**config.mk**
```make
export PLATFORM = sky130hd
export DESIGN_NAME = sorted_list_merge
export DESIGN_NICKNAME = d
export VERILOG_FILES = /design/src/smlg_pkg.sv /design/src/sorted_list_merge.sv /design/src/smlg_front.sv /design/src/smlg_back.sv
export SDC_FILE = /design/constraint.sdc
export NUM_CORES = 2
export LEC_CHECK = 0
export BUFFER_PORTS_ARGS = -buffer_cell sky130_fd_sc_hd__buf_2
export CORE_MARGIN = 3
export CORE_UTILIZATION = 30
export DETAILED_ROUTE_END_ITERATION = 8
export MAX_ROUTING_LAYER = met4
export PLACE_DENSITY_LB_ADDON = 0.25
export RECOVER_POWER = 50
export SETUP_SLACK_MARGIN = 0.02
export SYNTH_ARGS = -nofsm -noshare
export SYNTH_HDL_FRONTEND = slang
export SYNTH_SLANG_ARGS = --single-unit
```
**constraint.sdc**
```tcl
create_clock -name clk -period 5.1 [get_ports clk]
set_input_delay 1.02 -clock clk [delete_from_list [all_inputs] [get_ports clk]]
set_output_delay 1.02 -clock clk [all_outputs]
set_load 0.03 [all_outputs]
```
**src/smlg_pkg.sv**
```systemverilog
// ----------------------------------------------------------------------------
// smlg_pkg: shared types and constants for the sorted list merge block
// Word formats on both channels, command codes and the queue entry format.
// ----------------------------------------------------------------------------
`default_nettype none

package smlg_pkg;

  localparam int DATA_W = 32;

  // Command codes as they arrive on the input channel.
  localparam logic [1:0] CMD_PUSH_FIRST  = 2'd0;
  localparam logic [1:0] CMD_PUSH_SECOND = 2'd1;
  localparam logic [1:0] CMD_MERGE       = 2'd2;

  // Depth of the command queue between the front and the back.
  localparam int QUEUE_DEPTH = 4;
  localparam int QPTR_W      = 2;

  typedef struct packed {
    logic        [1:0]        cmd;
    logic signed [DATA_W-1:0] value;
  } in_word_t;

  typedef struct packed {
    logic signed [DATA_W-1:0] merged_value;
    logic                     last;
    logic                     overflowed;
  } out_word_t;

  // Operations after decoding; unused command codes never reach the queue.
  typedef enum logic [1:0] {
    OP_PUSH_FIRST,
    OP_PUSH_SECOND,
    OP_MERGE
  } op_t;

  typedef struct packed {
    op_t                      op;
    logic signed [DATA_W-1:0] value;
  } q_entry_t;

endpackage

`default_nettype wire

```
**src/sorted_list_merge.sv**
```systemverilog
// ----------------------------------------------------------------------------
// sorted_list_merge: stable two-way merge of two signed lists
// Top level: command queue front end and the list storage and merge engine.
// ----------------------------------------------------------------------------
// Each accepted word with a used command code goes into a four-word command
// queue, so the input keeps flowing while a merge is being emitted. The back
// end takes one command at a time; a merge emits one result word per cycle
// for N stored values while the output is not stalled, limited by the single
// read port of each list memory and the one output register. A merge with
// both lists empty emits nothing. Unused command codes are accepted and
// dropped. There is no clearing pass after reset; only list memory words
// below the fill counts are used.
`default_nettype none

module sorted_list_merge
  import smlg_pkg::*;
#(
  parameter int LIST_DEPTH = 32
) (
  input  wire logic     clk,
  input  wire logic     rst_n,
  input  wire logic     in_valid,
  output logic          in_stall,
  input  wire in_word_t in_word,
  output logic          out_valid,
  input  wire logic     out_stall,
  output out_word_t     out_word
);

  logic     q_valid;
  logic     q_pop;
  q_entry_t q_entry;

  smlg_front u_front (
    .clk      (clk),
    .rst_n    (rst_n),
    .in_valid (in_valid),
    .in_stall (in_stall),
    .in_word  (in_word),
    .q_valid  (q_valid),
    .q_entry  (q_entry),
    .q_pop    (q_pop)
  );

  smlg_back #(
    .LIST_DEPTH (LIST_DEPTH)
  ) u_back (
    .clk       (clk),
    .rst_n     (rst_n),
    .q_valid   (q_valid),
    .q_entry   (q_entry),
    .q_pop     (q_pop),
    .out_valid (out_valid),
    .out_stall (out_stall),
    .out_word  (out_word)
  );

endmodule

`default_nettype wire

```
**src/smlg_front.sv**
```systemverilog
// ----------------------------------------------------------------------------
// smlg_front: command decode and queue
// Accepts input words, drops unused command codes and queues the rest for
// the execution back end.
// ----------------------------------------------------------------------------
`default_nettype none

module smlg_front
  import smlg_pkg::*;
(
  input  wire logic     clk,
  input  wire logic     rst_n,
  input  wire logic     in_valid,
  output logic          in_stall,
  input  wire in_word_t in_word,
  output logic          q_valid,
  output q_entry_t      q_entry,
  input  wire logic     q_pop
);

  q_entry_t            q_mem_r [QUEUE_DEPTH];
  logic [QPTR_W-1:0]   wr_ptr_r, wr_ptr_nxt;
  logic [QPTR_W-1:0]   rd_ptr_r, rd_ptr_nxt;
  logic [QPTR_W:0]     fill_r, fill_nxt;
  logic                dec_ok;
  op_t                 dec_op;
  logic                q_push;
  logic                q_take;

  // Classify the incoming command; an unused code is accepted and dropped.
  always_comb begin
    dec_ok = 1'b1;
    dec_op = OP_MERGE;
    unique case (in_word.cmd)
      CMD_PUSH_FIRST:  dec_op = OP_PUSH_FIRST;
      CMD_PUSH_SECOND: dec_op = OP_PUSH_SECOND;
      CMD_MERGE:       dec_op = OP_MERGE;
      default:         dec_ok = 1'b0;
    endcase
  end

  assign in_stall = (fill_r == (QPTR_W+1)'(QUEUE_DEPTH));
  assign q_valid  = (fill_r != '0);
  assign q_entry  = q_mem_r[rd_ptr_r];
  assign q_push   = in_valid && !in_stall && dec_ok;
  assign q_take   = q_pop && q_valid;

  // Queue pointer and fill level update.
  always_comb begin
    wr_ptr_nxt = q_push ? wr_ptr_r + 1'b1 : wr_ptr_r;
    rd_ptr_nxt = q_take ? rd_ptr_r + 1'b1 : rd_ptr_r;
    fill_nxt   = fill_r + (QPTR_W+1)'(q_push) - (QPTR_W+1)'(q_take);
  end

  always_ff @(posedge clk) begin
    if (!rst_n) begin
      wr_ptr_r <= '0;
      rd_ptr_r <= '0;
      fill_r   <= '0;
    end else begin
      wr_ptr_r <= wr_ptr_nxt;
      rd_ptr_r <= rd_ptr_nxt;
      fill_r   <= fill_nxt;
    end
  end

  // Queue storage needs no reset.
  always_ff @(posedge clk) begin
    if (q_push) begin
      q_mem_r[wr_ptr_r] <= '{op: dec_op, value: in_word.value};
    end
  end

endmodule

`default_nettype wire

```
**src/smlg_back.sv**
```systemverilog
// ----------------------------------------------------------------------------
// smlg_back: list storage and merge engine
// Executes queued pushes into the two list memories and runs the stable
// two-way merge into the output register.
// ----------------------------------------------------------------------------
`default_nettype none

module smlg_back
  import smlg_pkg::*;
#(
  parameter int LIST_DEPTH = 32
) (
  input  wire logic     clk,
  input  wire logic     rst_n,
  input  wire logic     q_valid,
  input  wire q_entry_t q_entry,
  output logic          q_pop,
  output logic          out_valid,
  input  wire logic     out_stall,
  output out_word_t     out_word
);

  localparam int CNT_W = $clog2(LIST_DEPTH + 1);
  localparam int IDX_W = (LIST_DEPTH > 1) ? $clog2(LIST_DEPTH) : 1;
  localparam int REM_W = CNT_W + 1;

  typedef enum logic {
    S_IDLE,
    S_RUN
  } state_t;

  logic [DATA_W-1:0]        first_mem  [LIST_DEPTH];
  logic [DATA_W-1:0]        second_mem [LIST_DEPTH];
  logic signed [DATA_W-1:0] head_first_r, head_second_r;

  state_t           state_r, state_nxt;
  logic [CNT_W-1:0] first_cnt_r, first_cnt_nxt;
  logic [CNT_W-1:0] second_cnt_r, second_cnt_nxt;
  logic [CNT_W-1:0] i_r, i_nxt;
  logic [CNT_W-1:0] j_r, j_nxt;
  logic [REM_W-1:0] rem_r, rem_nxt;
  logic             flag_r, flag_nxt;
  logic             out_valid_r, out_valid_nxt;
  out_word_t        out_word_r, out_word_nxt;

  logic             out_ready;
  logic             take_first;
  logic             fire;
  logic             wr_first;
  logic             wr_second;

  assign out_ready = !out_valid_r || !out_stall;

  // Head-to-head pick: the first list wins ties, an exhausted list never wins.
  assign take_first = (i_r < first_cnt_r) &&
                      ((j_r >= second_cnt_r) || (head_first_r <= head_second_r));

  always_comb begin
    state_nxt      = state_r;
    first_cnt_nxt  = first_cnt_r;
    second_cnt_nxt = second_cnt_r;
    i_nxt          = i_r;
    j_nxt          = j_r;
    rem_nxt        = rem_r;
    flag_nxt       = flag_r;
    out_word_nxt   = out_word_r;
    q_pop          = 1'b0;
    wr_first       = 1'b0;
    wr_second      = 1'b0;
    fire           = 1'b0;

    unique case (state_r)
      S_IDLE: begin
        if (q_valid) begin
          q_pop = 1'b1;
          unique case (q_entry.op)
            OP_PUSH_FIRST: begin
              if (first_cnt_r == CNT_W'(LIST_DEPTH)) begin
                flag_nxt = 1'b1;
              end else begin
                wr_first      = 1'b1;
                first_cnt_nxt = first_cnt_r + 1'b1;
              end
            end
            OP_PUSH_SECOND: begin
              if (second_cnt_r == CNT_W'(LIST_DEPTH)) begin
                flag_nxt = 1'b1;
              end else begin
                wr_second      = 1'b1;
                second_cnt_nxt = second_cnt_r + 1'b1;
              end
            end
            OP_MERGE: begin
              if (first_cnt_r == '0 && second_cnt_r == '0) begin
                flag_nxt = 1'b0;
              end else begin
                rem_nxt   = REM_W'(first_cnt_r) + REM_W'(second_cnt_r);
                state_nxt = S_RUN;
              end
            end
            default: ;
          endcase
        end
      end
      S_RUN: begin
        if (out_ready) begin
          fire                      = 1'b1;
          out_word_nxt.merged_value = take_first ? head_first_r : head_second_r;
          out_word_nxt.last         = (rem_r == REM_W'(1));
          out_word_nxt.overflowed   = flag_r;
          if (take_first) begin
            i_nxt = i_r + 1'b1;
          end else begin
            j_nxt = j_r + 1'b1;
          end
          rem_nxt = rem_r - 1'b1;
          // The final word clears both lists and the overflow flag.
          if (rem_r == REM_W'(1)) begin
            state_nxt      = S_IDLE;
            first_cnt_nxt  = '0;
            second_cnt_nxt = '0;
            i_nxt          = '0;
            j_nxt          = '0;
            flag_nxt       = 1'b0;
          end
        end
      end
      default: state_nxt = S_IDLE;
    endcase

    out_valid_nxt = fire || (out_valid_r && out_stall);
  end

  // State, counters and the output register.
  always_ff @(posedge clk) begin
    if (!rst_n) begin
      state_r      <= S_IDLE;
      first_cnt_r  <= '0;
      second_cnt_r <= '0;
      i_r          <= '0;
      j_r          <= '0;
      rem_r        <= '0;
      flag_r       <= 1'b0;
      out_valid_r  <= 1'b0;
    end else begin
      state_r      <= state_nxt;
      first_cnt_r  <= first_cnt_nxt;
      second_cnt_r <= second_cnt_nxt;
      i_r          <= i_nxt;
      j_r          <= j_nxt;
      rem_r        <= rem_nxt;
      flag_r       <= flag_nxt;
      out_valid_r  <= out_valid_nxt;
      out_word_r   <= out_word_nxt;
    end
  end

  // List memories: one write port at the fill count, one registered read
  // port that follows the next merge index, so the heads are ready each cycle.
  always_ff @(posedge clk) begin
    if (wr_first) begin
      first_mem[first_cnt_r[IDX_W-1:0]] <= q_entry.value;
    end
    head_first_r <= first_mem[i_nxt[IDX_W-1:0]];
  end

  always_ff @(posedge clk) begin
    if (wr_second) begin
      second_mem[second_cnt_r[IDX_W-1:0]] <= q_entry.value;
    end
    head_second_r <= second_mem[j_nxt[IDX_W-1:0]];
  end

  assign out_valid = out_valid_r;
  assign out_word  = out_word_r;

endmodule

`default_nettype wire

```
Word level (Yosys, flattened, before mapping) --
Memories as Yosys holds them, arrays and structs flattened. A register that Yosys moved wholly into a read port is not among the register bits. Index checks and enable logic that the tools add are counted.
Storage, ports and cells: register bits 75, RAM bits 2184, bits of input ports 38, output and inout port bits 36, word-level logic and storage cells 141, memories kept 3
Operators by class: $add $sub $neg 10, $lt $le $gt $ge 3, equality and inequality tests 22, mux-type cells 60, bitwise operators 1, reductions and logical operators 26
Memory list:
- u_back.first_mem | words 32, width 32, rd ports 1, clocked after memory_dff 1, write ports 1, RTL line smlg_back.sv:32 | logic [DATA_W-1:0] first_mem [LIST_DEPTH];
- u_back.second_mem | words 32, width 32, rd ports 1, clocked after memory_dff 1, write ports 1, RTL line smlg_back.sv:33 | logic [DATA_W-1:0] second_mem [LIST_DEPTH];
- u_front.q_mem_r | words 4, width 34, rd ports 1, clocked after memory_dff 1, write ports 1, RTL line smlg_front.sv:21 | q_entry_t q_mem_r [QUEUE_DEPTH];
Operator list (count):
- 2-to-1 mux 6 bit | 12
- <= comparator 32 bit | 1
- 2-to-1 mux 32 bit | 1
- 2-to-1 mux 1 bit | 30
- 2-to-1 mux 7 bit | 4
- adder 6 x 1 -> 6 bit, second input constant | 4
- case mux 6 bit (2 select lines) | 2
- 2-to-1 mux 5 bit | 4
- inequality test 2 bit, second input constant | 10
- case mux 7 bit (2 select lines) | 1
- equality test 6 bit, second input constant | 2
- zero test 6 bit | 2
- AND reduction 5 bit | 2
- inequality test 3 x 2 -> 1 bit, second input constant | 3
- AND reduction 3 bit | 3
- adder 6 x 6 -> 7 bit | 1
- equality test 7 x 1 -> 1 bit, second input constant | 1
- AND reduction 7 bit | 1
- subtractor 7 x 1 -> 7 bit, second input constant | 1
- >= comparator 6 bit | 1
- logical AND 1 bit | 6
- < comparator 6 bit | 1
- adder 2 x 1 -> 2 bit, second input constant | 2
- equality test 2 x 1 -> 1 bit, second input constant | 2
- other kinds (17) | 25

Longest topological paths before layout --
depth after elaboration 7, mapped depth 18, mapped depth without buffers 13

Cells and area by module --
From an unflattened synthesis, not the netlist that was laid out.
Unflattened totals: cells, all modules 6107, area total of the unflattened synthesis 91829.3 µm²
Modules (own cells, without submodules):
- smlg_back | times used 1, cells each 5879, area an instance 86366.6 µm², seq. area each 64481.8 µm²
- smlg_front | times used 1, cells each 228, area an instance 5462.7 µm², seq. area each 4264.1 µm²

Worst setup path before layout --
Ideal clock, no wire load.
path type reg2reg, start register with a tool-made name, end memory u_back.second_mem[21][0] (enable), library setup time 421 ps, arrival time 3277 ps, required time 4679 ps, setup slack 1402 ps, stages on the path, launching flop included 8, path buffers 1, period minus slack after synthesis 3698 ps, cells stage by stage dfxtp_1 -> clkbuf_1 -> mux4_2 -> nor2_1 -> o211ai_1 -> nor2_1 -> nand2_1 -> nor2_1
RTL lines (RTL line):
- to (decl) | smlg_back.sv:33

Worst setup path after layout --
start register u_back.head_second_r[17], read port of u_back.second_mem, end register u_back.head_second_r[12], read port of u_back.second_mem
On the way: longest elaborated chain between the ends 7
Ends and longest elaborated chain:
- from (decl) | RTL line smlg_back.sv:34 | logic signed [DATA_W-1:0] head_first_r, head_second_r;
- <= comparator 32 bit | RTL line smlg_back.sv:56 | ((j_r >= second_cnt_r) || (head_first_r <= head_second_r));
- logical OR 1 bit | RTL line smlg_back.sv:56
- logical AND 1 bit | RTL line smlg_back.sv:55 | assign take_first = (i_r < first_cnt_r) &&
- 2-to-1 mux 6 bit | RTL line smlg_back.sv:111 | if (take_first) begin
- 2-to-1 mux 6 bit | RTL line smlg_back.sv:118 | if (rem_r == REM_W'(1)) begin
- 2-to-1 mux 5 bit | RTL line smlg_back.sv:106 | if (out_ready) begin
- 2-to-1 mux 5 bit | RTL line smlg_back.sv:72 | unique case (state_r)
Every way passes these cells. The select of a mux whose other input is x is not followed. A chain may end at the register's enable or synchronous reset.

==> flow_metrics.tcl <==
set metrics [dict create \
    status "complete, but fails checks" \
    violations "capacitance limit, slew limit" \
    cpPeakStageDelay_ns 0.47 \
    grt_pass1_wl_um 403000 \
    clk_pin_slew_ns 0.07 \
    die_w_um 563 \
    peakVddDrop_mv 0.355 \
    r2r_start "u_back.head_second_r[17]" \
    grt_pass1_vias 55300 \
    ctsHoldBuffers 0 \
    fin_crit_ns 5.08 \
    cp-startpoint "u_back.head_second_r[17]" \
    mappedNetlistArea_um2 93100 \
    drive_gt1_share_pct 13.6 \
    core_area_um2 307000 \
    htree_num_levels 4 \
    synth-seq-cells 2325 \
    relSlewSlack_pct -136 \
    postSynthNetCount 6395 \
    dp_cells 10400 \
    num_rows 203 \
    utilization_pct 35.3 \
    final-hold-violation-count 0 \
    path_depth 17 \
    root_buffer "clkbuf_16" \
    path_cells "inv_1, ha_1, a21oi_1, o21ai_1, a221o_1, or3_4, a31o_4, buf_4, a311o_2, buf_12, buf_12, buf_12, nand2_1, a32oi_1, o211a_1, a221oi_2, nand4_1" \
    slowest_stage "a311o_2" \
    grt_max_degree 112 \
    seq_area_frac_synth_pct 73.9 \
    synthToLayoutAreaGrowth_pct 16.7 \
    setup_ws_ns 0.0168 \
    min_period_over_period_pct 99.7 \
    io_pins 74 \
    port_buffers 73 \
    power_leakage_nw 36.2 \
    cpLargestDelayFamily "compound AO/OA/AOI/OAI gates" \
    required_ns 5.77 \
    critPathLaunchType "flop" \
    r2r_setup_slack_ns 0.02 \
    grt_usage_pct 17.8 \
    crit_top_cell "buf_12" \
    drt_iter0_markers 6323 \
    cts_buffers 236 \
    fin_cells 10800 \
    setup_viol 0 \
    cp_max_fo 45 \
    hold_ws_ns 0.361 \
    placed_area_um2 101000 \
    clock_sinks 2325 \
    cap_violations 14 \
    wl_per_cell_um 26.1 \
    rr_endpoint "u_back.head_second_r[12]" \
    power_density_nw_per_um2 515 \
    regArea_um2 68800 \
    syn_area_per_cell_um2 14.8 \
    die-area_um2 317000 \
    antenna_found_initial 18 \
    setup_tns_ns 0 \
    gp_congestion 0.821 \
    first_pass_iters 6 \
    num_vias 56300 \
    drv_slew 721 \
    insertion_delay_ns 0.92 \
    end_kind "flop" \
    fin_skew_ns 0.0728 \
    worst-endpoint-arrival_ns 5.75 \
    nNetsFinal 6623 \
    syn_inst 6288 \
    critPathKind "reg2reg" \
    hold_class "in2reg" \
    fillCellCount 29400 \
    cts_tree "done" \
    synth_edf_count 2218 \
    reg2reg_depth 17 \
    cts_buffer_depth 4 \
    dp_hpwl_um 159000 \
    wl_um 282000 \
    crit_end "u_back.head_second_r[12]" \
    p_total_mw 55.9 \
    synth_flop_cell "edfxtp_1" \
    postRouteAntennaNets 0 \
    yosysWarnings 0 \
    path_buf_inv 5 \
    async_flop_share_pct 0 \
    worst_pin_slew_ns 3.54 \
    die_y_um 563 \
    gr-total-overflow 0 \
    dp_slack_ns -0.406 \
    synth_cell_type_count 76 \
    start_util_pct 30.3 \
    rsz0062_at_grt "false" \
    design_area_um2 109000 \
    multi_input_area_um2 23000 \
    drc 0 \
    fmax_mhz 197 \
    avgViaCountPerCell 5.21 \
]
worst min path at each step:
stage                       start                      to  cells after the start
detailed placement  u_back.j_r[5]           u_back.j_r[5]                      2
global route          in_word[30]  u_front.q_mem_r[1][30]                      1
CTS                    in_word[1]   u_front.q_mem_r[0][1]                      1
floorplan           u_back.flag_r      u_back.out_word[0]                      0
finish                in_word[23]  u_front.q_mem_r[2][23]                      1
global placement    u_back.j_r[5]           u_back.j_r[5]                      2
layout make-up:
cell class | count | share of cell area, %
repair buffers | 434 | 3.64
diodes | 7 | 0.0161
flip-flops and latches | 2325 | 63.3
well taps | 4100 | 4.72
clock buffers | 289 | 5.69
multi-input cells | 3463 | 21.2
clock inverters | 137 | 1.24
inverters | 56 | 0.195
per-layer routing:
layer	routed length, um	share of wire (%)	GRT usage [%]
met1	121000	43	23.4
met4	8630	3.1	5.08
met2	137000	49	29.0
met3	15600	5.5	2.27
met5	0	0	-
where the power goes:
| group | leakage [nW] | switching, mW | internal [mW] |
|---|---|---|---|
| Sequential | 20.8 | 0.555 | 24.4 |
| Combinational | 11.6 | 9.94 | 3.89 |
| Clock | 3.70 | 7.34 | 9.74 |
registers in the layout, indices dropped and copies added (netlist names), 7 cells and up, named ones only:
signal and flops:
u_back.first_mem 1024, u_back.head_first_r 32, u_back.head_second_r 32, u_back.out_word 34, u_back.rem_r 7, u_back.second_mem 1024, u_front.q_mem_r 136
worst register-to-register path, cell delays in order, from the launching register on:
cell and delay, ns:
dfxtp_1 0.40, inv_1 0.10, ha_1 0.34, a21oi_1 0.19
o21ai_1 0.10, a221o_1 0.39, or3_4 0.42, a31o_4 0.27
buf_4 0.19, a311o_2 0.48, buf_12 0.17, buf_12 0.18
buf_12 0.26, nand2_1 0.15, a32oi_1 0.20, o211a_1 0.23
a221oi_2 0.41, nand4_1 0.39
layout by cell type (no fill, tap or decap), drive strengths merged, types with 48 or more instances in the layout:
master     n
nand2    996
inv       53
mux4      65
clkbuf   388
dfxtp    107
nor3      48
a31oi     69
and3     350
a221oi   158
nand3    268
a32oi     63
mux2i    194
edfxtp  2218
clkinv   113
nand4     81
o21ai    121
buf      334
o21bai   124
a21oi     91
a211oi   315
ha        67
nor2     165
kinds of logic (layout without fill, tap and decap cells):
kind of cell	after synthesis	after routing	share of synthesized area, %
adder cells (fa/ha/maj)	69	69	0.944
multiplexers	259	259	3.66
flip-flops	2325	2325	73.9
AO/OA/AOI/OAI	1138	1139	9.26
other	0	7	0
buffers and inverters	501	916	2.31
AND/OR/NAND/NOR	1975	1975	9.77
XOR/XNOR	21	21	0.198
Yosys cell counts, drive strengths merged, types with 3 or more instances:
cell type,number,area share (%)
nor3b,4,0.032
edfxtp,2218,72
a31o,3,0.028
nor2b,14,0.094
and2,27,0.18
ha,67,0.90
clkinv,6,0.024
o21bai,124,1.0
a211oi,315,2.5
a21o,5,0.040
o21ai,121,0.65
a311oi,33,0.33
clkbuf,274,1.1
a31oi,69,0.47
buf,171,0.97
nor4,5,0.034
a221oi,158,1.7
o211a,34,0.37
nand4,81,0.54
o2111ai,36,0.34
a32oi,63,0.59
o21a,6,0.048
nor2,165,0.67
a21oi,91,0.49
a22oi,13,0.10
mux4,65,1.6
o22ai,37,0.25
a221o,3,0.032
o311ai,3,0.036
nor3,48,0.27
xnor2,19,0.18
nand2b,5,0.034
o31ai,6,0.054
and3,350,2.4
mux2i,194,2.1
or3,6,0.046
dfxtp,107,2.3
nand2,996,4.0
inv,50,0.20
o211ai,3,0.024
a21boi,3,0.024
nand3,268,1.4
what timing repair did:
item / in CTS / in global routing
resized for setup: 18 / 18
gates cloned: 2 / 2
endpoints found under the hold margin: 0 / 0
buffers inserted: 4 / 3
pin swaps: 4 / 8
setup endpoints to repair: 10 / 19
No activity file was read; power rests on OpenSTA's default activity.
